==> src/rtl/kiwd_pkg.sv <==
// ----------------------------------------------------------------------------
// kiwd_pkg
// Shared types, constants and helpers for the keyspace index to word digits
// block.
// ----------------------------------------------------------------------------
`default_nettype none

package kiwd_pkg;

  localparam int unsigned IdxW      = 32;
  localparam int unsigned LenW      = 5;
  localparam int unsigned AlphaW    = 9;
  localparam int unsigned PosW      = 4;
  localparam int unsigned DigitW    = 8;
  localparam int unsigned MaxLen    = 16;
  localparam int unsigned AlphaMax  = 256;
  localparam int unsigned RegIdxW   = 2;
  localparam int unsigned CfgDataW  = 9;

  localparam logic [RegIdxW-1:0] RegAlphabetSize = 2'd0;
  localparam logic [RegIdxW-1:0] RegMinLength    = 2'd1;
  localparam logic [RegIdxW-1:0] RegMaxLength    = 2'd2;
  localparam logic [RegIdxW-1:0] RegReserved     = 2'd3;

  typedef struct packed {
    logic [AlphaW-1:0] n;
    logic [LenW-1:0]   lo;
    logic [LenW-1:0]   hi;
  } cfg_t;

  typedef struct packed {
    logic              empty;
    logic [LenW-1:0]   len;
    logic [IdxW-1:0]   rem;
  } entry_t;

  function automatic logic [63:0] sat_mul(input logic [63:0] p, input logic [AlphaW-1:0] n);
    logic [63+AlphaW:0] prod;
    prod = p * {{64{1'b0}}, n};
    sat_mul = (prod[63+AlphaW:64] != '0) ? {64{1'b1}} : prod[63:0];
  endfunction

  function automatic logic [63:0] sat_add(input logic [63:0] a, input logic [63:0] b);
    logic [64:0] s;
    s = {1'b0, a} + {1'b0, b};
    sat_add = s[64] ? {64{1'b1}} : s[63:0];
  endfunction

endpackage

`default_nettype wire

==> src/rtl/keyspace_index_to_word_digits.sv <==
// ----------------------------------------------------------------------------
// keyspace_index_to_word_digits
// Maps a keyspace index to per-position variant numbers of a candidate word.
// ----------------------------------------------------------------------------
// After reset and after every write to the alphabet size, min or max length
// register the keyspace total is rebuilt one length per cycle, with
// s_axis_tready low. Each accepted index then scans lengths from zero on the
// 64x9 saturating multiplier, up to the effective max_length, to find its
// bucket and then hands the entry to the queue, waiting while it is full; an
// out-of-range index or the empty word skips the scan. The digit side takes an
// entry and then, per position, runs four 8-bit restoring divide steps plus
// one output load, which waits for a free output register; an empty result
// skips the divide steps. The two sides overlap through a two-entry queue.
`default_nettype none

module keyspace_index_to_word_digits import kiwd_pkg::*; (
  input  wire logic                clk_i,
  input  wire logic                rst_ni,
  input  wire logic                cfg_we_i,
  input  wire logic [RegIdxW-1:0]  cfg_index_i,
  input  wire logic [CfgDataW-1:0] cfg_data_i,
  input  wire logic                s_axis_tvalid,
  output logic                     s_axis_tready,
  input  wire logic [IdxW-1:0]     s_axis_tdata,   // word_index
  output logic                     m_axis_tvalid,
  input  wire logic                m_axis_tready,
  output logic [15:0]              m_axis_tdata,   // variant_number, position
  output logic                     m_axis_tuser,   // empty_word
  output logic                     m_axis_tlast    // last_of_word
);

  cfg_t        cfg;
  logic [63:0] total;
  logic        total_busy, push, full, pop, fifo_empty;
  entry_t      f_ent, b_ent;

  kiwd_total u_total (
    .clk_i, .rst_ni, .cfg_we_i, .cfg_index_i, .cfg_data_i,
    .cfg_o(cfg), .total_o(total), .busy_o(total_busy)
  );

  kiwd_front u_front (
    .clk_i, .rst_ni, .s_axis_tvalid, .s_axis_tready, .s_axis_tdata,
    .cfg_i(cfg), .total_i(total), .total_busy_i(total_busy),
    .push_o(push), .entry_o(f_ent), .full_i(full)
  );

  kiwd_fifo u_fifo (
    .clk_i, .rst_ni, .push_i(push), .data_i(f_ent), .full_o(full),
    .pop_i(pop), .data_o(b_ent), .empty_o(fifo_empty)
  );

  kiwd_back u_back (
    .clk_i, .rst_ni, .entry_i(b_ent), .avail_i(!fifo_empty), .pop_o(pop),
    .n_i(cfg.n), .m_axis_tvalid, .m_axis_tready, .m_axis_tdata,
    .m_axis_tuser, .m_axis_tlast
  );

endmodule

`default_nettype wire

==> src/rtl/kiwd_total.sv <==
// ----------------------------------------------------------------------------
// kiwd_total
// Configuration registers and sequential keyspace total recompute.
// ----------------------------------------------------------------------------
`default_nettype none

module kiwd_total import kiwd_pkg::*; (
  input  wire logic                clk_i,
  input  wire logic                rst_ni,
  input  wire logic                cfg_we_i,
  input  wire logic [RegIdxW-1:0]  cfg_index_i,
  input  wire logic [CfgDataW-1:0] cfg_data_i,
  output cfg_t                     cfg_o,
  output logic [63:0]              total_o,
  output logic                     busy_o
);

  logic [AlphaW-1:0] alpha_q, alpha_d;
  logic [LenW-1:0]   minl_q, minl_d, maxl_q, maxl_d;
  logic              busy_q, busy_d;
  logic [LenW-1:0]   len_q, len_d;
  logic [63:0]       pow_q, pow_d, sum_q, sum_d;
  cfg_t              cfg;

  always_comb begin
    cfg.n  = (alpha_q > AlphaW'(AlphaMax)) ? AlphaW'(AlphaMax) : alpha_q;
    cfg.lo = (minl_q > LenW'(MaxLen)) ? LenW'(MaxLen) : minl_q;
    cfg.hi = (maxl_q > LenW'(MaxLen)) ? LenW'(MaxLen) : maxl_q;
  end

  always_comb begin
    alpha_d = alpha_q;
    minl_d  = minl_q;
    maxl_d  = maxl_q;
    busy_d  = busy_q;
    len_d   = len_q;
    pow_d   = pow_q;
    sum_d   = sum_q;
    if (busy_q) begin
      if (len_q >= cfg.lo) begin
        sum_d = sat_add(sum_q, pow_q);
      end
      if (len_q >= cfg.hi) begin
        busy_d = 1'b0;
      end else begin
        len_d = len_q + LenW'(1);
        pow_d = sat_mul(pow_q, cfg.n);
      end
    end
    if (cfg_we_i) begin
      case (cfg_index_i)
        RegAlphabetSize: alpha_d = cfg_data_i[AlphaW-1:0];
        RegMinLength:    minl_d  = cfg_data_i[LenW-1:0];
        RegMaxLength:    maxl_d  = cfg_data_i[LenW-1:0];
        default: ;
      endcase
      if (cfg_index_i == RegAlphabetSize || cfg_index_i == RegMinLength ||
          cfg_index_i == RegMaxLength) begin
        busy_d = 1'b1;
        len_d  = '0;
        pow_d  = 64'd1;
        sum_d  = '0;
      end
    end
  end

  always_ff @(posedge clk_i or negedge rst_ni) begin
    if (!rst_ni) begin
      alpha_q <= AlphaW'(1);
      minl_q  <= LenW'(1);
      maxl_q  <= LenW'(1);
      busy_q  <= 1'b1;
      len_q   <= '0;
      pow_q   <= 64'd1;
      sum_q   <= '0;
    end else begin
      alpha_q <= alpha_d;
      minl_q  <= minl_d;
      maxl_q  <= maxl_d;
      busy_q  <= busy_d;
      len_q   <= len_d;
      pow_q   <= pow_d;
      sum_q   <= sum_d;
    end
  end

  assign cfg_o   = cfg;
  assign total_o = sum_q;
  assign busy_o  = busy_q;

endmodule

`default_nettype wire

==> src/rtl/kiwd_front.sv <==
// ----------------------------------------------------------------------------
// kiwd_front
// Accepts indexes, range-checks them and finds the length bucket.
// ----------------------------------------------------------------------------
`default_nettype none

module kiwd_front import kiwd_pkg::*; (
  input  wire logic            clk_i,
  input  wire logic            rst_ni,
  input  wire logic            s_axis_tvalid,
  output logic                 s_axis_tready,
  input  wire logic [IdxW-1:0] s_axis_tdata,    // word_index
  input  wire cfg_t            cfg_i,
  input  wire logic [63:0]     total_i,
  input  wire logic            total_busy_i,
  output logic                 push_o,
  output entry_t               entry_o,
  input  wire logic            full_i
);

  typedef enum logic [1:0] {StIdle, StSearch, StPush} state_e;

  state_e          state_q, state_d;
  logic [IdxW-1:0] rem_q, rem_d;
  logic [LenW-1:0] len_q, len_d;
  logic [63:0]     pow_q, pow_d;
  entry_t          ent_q, ent_d;
  logic            in_bucket;

  assign s_axis_tready = (state_q == StIdle) && !total_busy_i;
  assign in_bucket     = len_q >= cfg_i.lo;

  always_comb begin
    state_d = state_q;
    rem_d   = rem_q;
    len_d   = len_q;
    pow_d   = pow_q;
    ent_d   = ent_q;
    case (state_q)
      StIdle: begin
        if (s_axis_tvalid && s_axis_tready) begin
          rem_d = s_axis_tdata;
          len_d = '0;
          pow_d = 64'd1;
          ent_d = '{empty: 1'b1, len: '0, rem: '0};
          if ({32'd0, s_axis_tdata} >= total_i ||
              (s_axis_tdata == '0 && cfg_i.lo == '0)) begin
            state_d = StPush;
          end else begin
            state_d = StSearch;
          end
        end
      end
      StSearch: begin
        if (in_bucket && {32'd0, rem_q} < pow_q) begin
          ent_d.empty = (len_q == '0) || (cfg_i.n == '0);
          ent_d.len   = len_q;
          ent_d.rem   = rem_q;
          state_d     = StPush;
        end else begin
          if (in_bucket) begin
            rem_d = rem_q - pow_q[IdxW-1:0];
          end
          if (len_q >= cfg_i.hi) begin
            state_d = StPush;
          end else begin
            len_d = len_q + LenW'(1);
            pow_d = sat_mul(pow_q, cfg_i.n);
          end
        end
      end
      StPush: begin
        if (!full_i) begin
          state_d = StIdle;
        end
      end
      default: state_d = StIdle;
    endcase
  end

  always_ff @(posedge clk_i or negedge rst_ni) begin
    if (!rst_ni) begin
      state_q <= StIdle;
    end else begin
      state_q <= state_d;
    end
  end

  always_ff @(posedge clk_i) begin
    rem_q <= rem_d;
    len_q <= len_d;
    pow_q <= pow_d;
    ent_q <= ent_d;
  end

  assign push_o  = (state_q == StPush) && !full_i;
  assign entry_o = ent_q;

endmodule

`default_nettype wire

==> src/rtl/kiwd_fifo.sv <==
// ----------------------------------------------------------------------------
// kiwd_fifo
// Two-entry queue between bucket search and digit generation.
// ----------------------------------------------------------------------------
`default_nettype none

module kiwd_fifo import kiwd_pkg::*; (
  input  wire logic   clk_i,
  input  wire logic   rst_ni,
  input  wire logic   push_i,
  input  wire entry_t data_i,
  output logic        full_o,
  input  wire logic   pop_i,
  output entry_t      data_o,
  output logic        empty_o
);

  entry_t     mem_q [2];
  logic       wptr_q, rptr_q;
  logic [1:0] cnt_q;

  assign full_o  = cnt_q == 2'd2;
  assign empty_o = cnt_q == 2'd0;
  assign data_o  = mem_q[rptr_q];

  always_ff @(posedge clk_i or negedge rst_ni) begin
    if (!rst_ni) begin
      wptr_q <= 1'b0;
      rptr_q <= 1'b0;
      cnt_q  <= '0;
    end else begin
      if (push_i) wptr_q <= ~wptr_q;
      if (pop_i)  rptr_q <= ~rptr_q;
      if (push_i && !pop_i)      cnt_q <= cnt_q + 2'd1;
      else if (pop_i && !push_i) cnt_q <= cnt_q - 2'd1;
    end
  end

  always_ff @(posedge clk_i) begin
    if (push_i) mem_q[wptr_q] <= data_i;
  end

endmodule

`default_nettype wire

==> src/rtl/kiwd_back.sv <==
// ----------------------------------------------------------------------------
// kiwd_back
// Generates base-N digits, least significant first, with an output register.
// ----------------------------------------------------------------------------
`default_nettype none

module kiwd_back import kiwd_pkg::*; (
  input  wire logic              clk_i,
  input  wire logic              rst_ni,
  input  wire entry_t            entry_i,
  input  wire logic              avail_i,
  output logic                   pop_o,
  input  wire logic [AlphaW-1:0] n_i,
  output logic                   m_axis_tvalid,
  input  wire logic              m_axis_tready,
  output logic [15:0]            m_axis_tdata,  // variant_number, position
  output logic                   m_axis_tuser,  // empty_word
  output logic                   m_axis_tlast   // last_of_word
);

  typedef enum logic [1:0] {StIdle, StDiv, StEmit} state_e;

  state_e            state_q, state_d;
  logic [IdxW-1:0]   quo_q, quo_d;
  logic [AlphaW-1:0] r_q, r_d;
  logic [1:0]        step_q, step_d;
  logic [LenW-1:0]   len_q, len_d;
  logic [PosW-1:0]   pos_q, pos_d;
  logic              emp_q, emp_d;
  logic              ov_q, ov_d;
  logic [DigitW-1:0] od_q, od_d;
  logic [PosW-1:0]   op_q, op_d;
  logic              oe_q, oe_d, ol_q, ol_d;
  logic              is_last, out_free;

  assign out_free = !ov_q || m_axis_tready;
  assign is_last  = emp_q || ({1'b0, pos_q} + 5'd1 == len_q);

  always_comb begin
    logic [IdxW-1:0]   a;
    logic [AlphaW-1:0] r;
    logic [AlphaW-1:0] t;
    state_d = state_q;
    quo_d   = quo_q;
    r_d     = r_q;
    step_d  = step_q;
    len_d   = len_q;
    pos_d   = pos_q;
    emp_d   = emp_q;
    ov_d    = ov_q && !m_axis_tready;
    od_d    = od_q;
    op_d    = op_q;
    oe_d    = oe_q;
    ol_d    = ol_q;
    pop_o   = 1'b0;
    a = quo_q;
    r = r_q;
    for (int i = 0; i < 8; i++) begin
      t = {r[7:0], a[IdxW-1]};
      a = {a[IdxW-2:0], t >= n_i};
      r = (t >= n_i) ? t - n_i : t;
    end
    case (state_q)
      StIdle: begin
        if (avail_i) begin
          pop_o  = 1'b1;
          quo_d  = entry_i.rem;
          len_d  = entry_i.len;
          emp_d  = entry_i.empty;
          pos_d  = '0;
          r_d    = '0;
          step_d = '0;
          state_d = entry_i.empty ? StEmit : StDiv;
        end
      end
      StDiv: begin
        quo_d  = a;
        r_d    = r;
        step_d = step_q + 2'd1;
        if (step_q == 2'd3) state_d = StEmit;
      end
      StEmit: begin
        if (out_free) begin
          ov_d = 1'b1;
          od_d = r_q[DigitW-1:0];
          op_d = pos_q;
          oe_d = emp_q;
          ol_d = is_last;
          if (is_last) begin
            state_d = StIdle;
          end else begin
            pos_d  = pos_q + PosW'(1);
            r_d    = '0;
            step_d = '0;
            state_d = StDiv;
          end
        end
      end
      default: state_d = StIdle;
    endcase
  end

  always_ff @(posedge clk_i or negedge rst_ni) begin
    if (!rst_ni) begin
      state_q <= StIdle;
      ov_q    <= 1'b0;
    end else begin
      state_q <= state_d;
      ov_q    <= ov_d;
    end
  end

  always_ff @(posedge clk_i) begin
    quo_q  <= quo_d;
    r_q    <= r_d;
    step_q <= step_d;
    len_q  <= len_d;
    pos_q  <= pos_d;
    emp_q  <= emp_d;
    od_q   <= od_d;
    op_q   <= op_d;
    oe_q   <= oe_d;
    ol_q   <= ol_d;
  end

  assign m_axis_tvalid = ov_q;
  assign m_axis_tdata  = {4'd0, op_q, od_q};
  assign m_axis_tuser  = oe_q;
  assign m_axis_tlast  = ol_q;

endmodule

`default_nettype wire

==> config.mk <==
export PLATFORM = sky130hd
export DESIGN_NAME = keyspace_index_to_word_digits
export DESIGN_NICKNAME = d
export VERILOG_FILES = /design/src/rtl/kiwd_pkg.sv /design/src/rtl/keyspace_index_to_word_digits.sv /design/src/rtl/kiwd_total.sv /design/src/rtl/kiwd_front.sv /design/src/rtl/kiwd_fifo.sv /design/src/rtl/kiwd_back.sv
export SDC_FILE = /design/constraint.sdc
export NUM_CORES = 2
export LEC_CHECK = 0
export BUFFER_PORTS_ARGS = -buffer_cell sky130_fd_sc_hd__buf_2
export CELL_PAD_IN_SITES_DETAIL_PLACEMENT = 1
export CELL_PAD_IN_SITES_GLOBAL_PLACEMENT = 1
export CORE_MARGIN = 2
export CORE_UTILIZATION = 50
export DETAILED_ROUTE_END_ITERATION = 12
export GPL_ROUTABILITY_DRIVEN = 0
export GPL_TIMING_DRIVEN = 1
export PLACE_DENSITY = 0.8
export RECOVER_POWER = 50
export SYNTH_ARGS = -nofsm -noshare
export SYNTH_HDL_FRONTEND = slang
export SYNTH_SLANG_ARGS = --single-unit
==> constraint.sdc <==
create_clock -name clk_i -period 48.2 [get_ports clk_i]
set_clock_uncertainty 0.1 [all_clocks]
set_input_delay 2.41 -clock clk_i [delete_from_list [all_inputs] [get_ports clk_i]]
set_output_delay 2.41 -clock clk_i [all_outputs]
set_load 0.02 [all_outputs]
## Word level (Yosys, flattened, before mapping)

Memory sizes are Yosys's and may differ from the RTL's.
Index checks and enable logic that the tools add are counted.

| word-level totals | value |
|---|---|
| logic and storage cells | 216 |
| input bits | 48 |
| latch bits | 0 |
| RAM bits | 76 |
| register bits after elaboration | 367 |
| memories kept | 1 |
| output and inout port bits | 20 |
| bits in read-only memories | 0 |

| cells by class | value |
|---|---|
| magnitude comparators | 17 |
| shift operators | 0 |
| divide/modulo/power cells | 0 |
| $add $sub $neg | 17 |
| eq/ne operators | 20 |
| reduce and logical (&&, ||, !) cells | 48 |
| multiplexer cells | 79 |
| bitwise logic cells | 3 |
| multiply operators | 2 |

Memories:

| memory | depth | width | rd ports | clocked after memory_dff | wr ports | line | source |
|---|---|---|---|---|---|---|---|
| u_fifo.mem_q | 2 | 38 | 1 | 0 | 1 | kiwd_fifo.sv:18 | `entry_t mem_q [2];` |

Operators with widths:

| cell | count |
|---|---|
| 64-bit two-way mux | 14 |
| 64-bit by 9-bit multiplier with 73-bit output | 2 |
| 32-bit two-way mux | 4 |
| 32-bit case mux with 2 select lines | 2 |
| 64-bit case mux with 2 select lines | 1 |
| 8-bit two-way mux | 11 |
| 38-bit two-way mux | 2 |
| 38-bit case mux with 2 select lines | 1 |
| 9-bit greater-or-equal comparator | 8 |
| 64-bit by 64-bit adder with 65-bit output | 1 |
| 32-bit by 64-bit greater-or-equal comparator with 1-bit output | 1 |
| 32-bit by 64-bit less-than comparator with 1-bit output | 1 |
| 8-bit subtractor | 8 |
| 5-bit two-way mux | 9 |
| 32-bit logical NOT | 1 |
| 32-bit subtractor | 1 |
| 2-bit two-way mux | 14 |
| 8-bit case mux with 3 select lines | 1 |
| 5-bit greater-or-equal comparator | 4 |
| 2-bit case mux with 3 select lines | 3 |
| 9-bit nonzero test | 2 |
| 4-bit AND reduction | 4 |
| 4-bit two-way mux | 3 |
| 2-bit != test (second input constant) | 6 |
| other kinds (27) | 82 |

## Longest topological paths before layout

| depth | value |
|---|---|
| word-level depth | 19 |
| depth in mapped cells | 78 |
| mapped depth without buffers | 75 |

## Hierarchy

A second synthesis with hierarchy kept.

| unflattened totals | value |
|---|---|
| cells, all modules | 7244 |
| area total of the unflattened synthesis | 64838.4 sq um |

By module, submodules not included:

| module | cells each | instances | area an instance (sq um) | seq. area each (sq um) |
|---|---|---|---|---|
| kiwd_total | 3351 | 1 | 28289.6 | 3834.9 |
| kiwd_front | 3032 | 1 | 26999.6 | 4224.1 |
| kiwd_back | 726 | 1 | 6570.1 | 2057.0 |
| kiwd_fifo | 134 | 1 | 2975.4 | 2382.3 |
| keyspace_index_to_word_digits | 1 | 1 | 3.8 | 0.0 |

## Least setup slack after synthesis

OpenSTA, ideal clock, no wires.

| path | value |
|---|---|
| kind | register to register |
| start point | register u_total.alpha_q[8] |
| end point | register u_back.r_q[7] (data pin) |
| library setup time | 0.259 ns |
| path buffers | 6 |
| arrival | 16.353 ns |
| period minus slack after synthesis | 16.712 ns |
| cell stages (with the launch flop) | 76 |
| data required time | 47.841 ns |
| path slack | 31.488 ns |
| path through | dfrtp_1 clkbuf_1 nor2b_1 clkbuf_1 inv_1 ha_1 a21o_1 a21oi_1 o21ai_0 a311o_1 buf_1 mux2i_1 ha_1 nor2b_1 o21ai_0 a21boi_1 o31a_1 o311ai_1 [... 40 more ...] o21a_1 o21ai_0 a31o_2 a21oi_1 nor2_1 a21oi_1 ha_1 nor2b_1 o21ai_0 nand2b_1 a21o_1 a21o_1 a21o_1 a21o_1 nand3_1 nand2_1 and3_1 a211o_1 |

| between the ends | value |
|---|---|
| longest elaborated chain between the ends | 19 |
| elaborated cells on any way between the ends | 27 |
| classes of those cells | add/sub: 8; order compare: 9; mux: 10 |

RTL lines:

| item | line | source |
|---|---|---|
| start, declared | kiwd_total.sv:18 | `logic [AlphaW-1:0] alpha_q, alpha_d;` |
| start signal, assigned | kiwd_total.sv:69 | `alpha_q <= AlphaW'(1);` |
| start signal, assigned | kiwd_total.sv:77 | `alpha_q <= alpha_d;` |
| 9-bit greater-than comparator | kiwd_total.sv:26 | `cfg.n = (alpha_q > AlphaW'(AlphaMax)) ? AlphaW'(AlphaMax) : alpha_q;` |
| 9-bit two-way mux * | kiwd_total.sv:26 |  |
| 8-bit subtractor or 9-bit greater-or-equal comparator (tied branches) | kiwd_back.sv:61 | `r = (t >= n_i) ? t - n_i : t;` |
| 8-bit two-way mux | kiwd_back.sv:61 |  |
| 8-bit subtractor or 9-bit greater-or-equal comparator (tied branches) | kiwd_back.sv:61 |  |
| 8-bit two-way mux | kiwd_back.sv:61 |  |
| 8-bit subtractor or 9-bit greater-or-equal comparator (tied branches) | kiwd_back.sv:61 |  |
| 8-bit two-way mux | kiwd_back.sv:61 |  |
| [... 3 more ...] | n/a |  |
| 8-bit two-way mux | kiwd_back.sv:61 |  |
| 8-bit subtractor or 9-bit greater-or-equal comparator (tied branches) | kiwd_back.sv:61 |  |
| 8-bit two-way mux | kiwd_back.sv:61 |  |
| 8-bit subtractor or 9-bit greater-or-equal comparator (tied branches) | kiwd_back.sv:61 |  |
| 8-bit two-way mux | kiwd_back.sv:61 |  |
| 8-bit subtractor or 9-bit greater-or-equal comparator (tied branches) | kiwd_back.sv:61 |  |
| 8-bit two-way mux * | kiwd_back.sv:61 |  |
| 8-bit case mux with 3 select lines * | kiwd_back.sv:63 | `case (state_q)` |
| end signal, assigned | kiwd_back.sv:115 | `r_q <= r_d;` |
| end, declared | kiwd_back.sv:25 | `logic [AlphaW-1:0] r_q, r_d;` |

Every way passes the cells marked *; elsewhere a longest branch is shown, timed or not.
A chain may end at the register's enable or synchronous reset.

## Worst setup path after layout

Same ends and word-level chain as after synthesis.

==> results.toml <==
[yosys]
yosys-top-cells-count = "nand2_1 (1363), inv_1 (1229), fa_1 (880)"
synth_area_leaders = "fa_1 (28%), edfxtp_1 (13%), ha_1 (8.2%)"
yosysTopAreaCellShare_pct = 28.0
yosysMostFrequentCell = "nand2_1"
synth-main-ff-cell = "edfxtp_1"
ys_async_sr_fraction_pct = 36.6
yosysWarningCount = 0
synth_top_area_cell = "fa_1"
syn_area_sq_um = 62800
synth_cell_types = 85
syn_area_per_cell_sq_um = 8.66
synth-seq-cells = 443
synth-seq-area-share_pct = 19.9
synth_cells = 7256
synth_edf_count = 281

[global_route]
first_global_vias = 57500
grt_pass1_wl_mm = 326
grt_max_degree = 136
grt.overflow.total = 0
grt_usage_pct = 32.6
antenna_found_initial = 10

[clocking]
cts-buffers-inserted = 59
htree_levels = 2
cts.sinks = 443
clockRootBuffer = "clkbuf_16"
cts_hold_buf = 0
cts_tree = "yes"
clkTransAtPathRegs_ns = 0.07
post-cts-setup-buffers = 0
clockBufferDepth = 3
cts_resized = 0
clk_latency_ns = 0.72

[placed_design]
io_buffers = 63
hpwl_mm = 154
place_ws_ns = 27.26
dp.cells = 8603
post_dp_cell_area_sq_um = 64000

[critical_path]
r2r-start = "u_total.alpha_q[8]"
cp-start-kind = "flip-flop"
setup.worst_path.start = "u_total.alpha_q[8]"
end_kind = "flip-flop"
cp_common_cell = "o21ai_0"
worstPathRequired_ns = 48.57
max_stage_delay_ns = 0.84
critPathSlowestCell = "a21oi_1"
cp_max_fo = 59
cp.arrival_ns = 21.74
path_class = "reg -> reg"

[routing]
drt.antenna.violating_nets = 0
drt_iter0_drc = 3857
vias_per_cell = 6.00
drt-total-wl_mm = 206
route.detailed.drc = 0
wire_per_inst_um = 23.6
vias = 52300
dr.pass1.iters = 5

[floorplan]
ioPinCount = 68
die_width_um = 358
die_area_sq_um = 128000
core_sq_um = 125000
start_util_pct = 50.2
die_height_um = 358
placementRows = 130

[timing]
setup_ws_ns = 26.83
rsz0062_at_grt = "false"
slew_violations = 473
final-setup-viol-count = 0
fin_setup_tns_ns = 0
fmax_ghz = 0.0468
hold_viol = 0
slew-limit-headroom_pct = -176
fin_crit_ns = 21.37
post-route-period-util_pct = 44.3
worstMarginPinSlew_ns = 4.13

[final_layout]
drive_gt1_share_pct = 5.07
nets = 8354
ff_latch_area_sq_um = 12500
final_cells = 8718
num-fill-cells = 14700
multi_input_area_sq_um = 44200
area_growth_pct = 5.04
fin_area_sq_um = 66000

[worst_hold_path]
hp-start = "u_front.entry_o[31]"
hp-class = "reg -> reg"

[run_status]
status = "finished, violations left"
violations = "capacitance limit, slew limit"

[run]
maxCapViolCount = 12
[cell families after synthesis]
family                     synth area share (%)
other                                   0.00597
buffers and inverters                      9.93
adders and majority gates                  36.3
AOI/OAI and AO/OA                          13.7
xor gates and xnor gates                   3.63
muxes                                      1.63
DFF                                        19.9
and+or+nand+nor                            15.0
[worst max-delay path, delay by kind of cell (launching register included)]
family	cells	cell delay, ns
and+or+nand+nor	13	2.61
adders and majority gates	8	2.22
DFF	1	0.73
buffers and inverters	8	2.40
muxes	7	2.77
AOI/OAI and AO/OA	38	10.21
[path summary, 6_finish.rpt]
path / cells past startpoint / slack (ns) / end
hold reg to reg: 0 / 0.34 / u_fifo.mem_q[1][31]
setup reg to reg: 74 / 26.83 / u_back.r_q[7]
hold / removal: 0 / 0.34 / u_fifo.mem_q[1][31]
setup / recovery: 74 / 26.83 / u_back.r_q[7]
max in group asynchronous: 2 / 40.24 / u_total.alpha_q[8]
min in group asynchronous: 1 / 2.53 / u_fifo.cnt_q[1]
[per-layer routing]
| metal | GRT usage [%] | vias up | routed length, um |
|---|---|---|---|
| met5 | 0 | - | 76 |
| met4 | 11.4 | 6 | 7560 |
| met3 | 4.61 | 451 | 13000 |
| met2 | 55.6 | 1695 | 100000 |
| met1 | 42.3 | 27300 | 84700 |
| li1 | - | 22900 | - |
[cell type report]
| cell class | count | area share [%] |
|---|---|---|
| Multi-Input combinational cell | 5177 | 67.0 |
| Antenna cell | 4 | 0.0152 |
| Timing Repair Buffer | 103 | 0.916 |
| Sequential cell | 443 | 18.9 |
| Clock inverter | 29 | 0.518 |
| Tap cell | 1650 | 3.13 |
| Clock buffer | 82 | 2.52 |
| Inverter | 1230 | 7.00 |
[metrics by stage]
step                util (%)  hold WS (ns)
detailed placement      51.2         0.336
CTS                     52.8         0.325
floorplan                  -         0.321
finish                  52.8         0.340
global route            52.7         0.340
global placement        51.2         0.326
[registers in the layout (all words and copies together), names as in the netlist, 4 cells and up]
| signal | cells |
|---|---|
| u_fifo.mem_q | 76 |
| u_front.pow_q | 64 |
| u_total.pow_q | 64 |
| u_total.total_o | 64 |
| u_front.entry_o | 38 |
| u_back.quo_q | 32 |
| u_front.rem_q | 32 |
| u_total.alpha_q | 9 |
| u_back.od_q | 8 |
| u_back.r_q | 8 |
| u_back.len_q | 5 |
| u_front.len_q | 5 |
| u_total.len_q | 5 |
| u_total.maxl_q | 5 |
| u_total.minl_q | 5 |
| u_back.op_q | 4 |
| u_back.pos_q | 4 |
[layout by cell type (no fill, tap or decap), types with 18 or more instances in the layout]
master,count
nand2_1,1362
inv_1,1229
fa_1,880
a21oi_1,440
ha_1,412
o21ai_0,338
edfxtp_1,281
nor2_1,266
dfrtp_1,156
a21o_1,140
xnor2_1,137
xor2_1,123
and2_1,81
nand4_1,73
and3_1,62
a21oi_2,61
buf_2,61
clkbuf_16,59
nand3_1,55
nand2b_1,53
mux2i_1,47
nor2b_1,46
o21a_1,45
mux2_2,45
a221oi_1,43
nor4_1,39
nor3_1,35
o21bai_1,33
a31oi_1,32
buf_4,29
a211oi_1,28
o211ai_1,26
o31ai_1,25
clkbuf_1,24
or2_2,23
a21boi_0,18
Power is left out: the tool's default activity adds up to more than one toggle a clock period on the data nets, which glitch-free logic cannot reach.
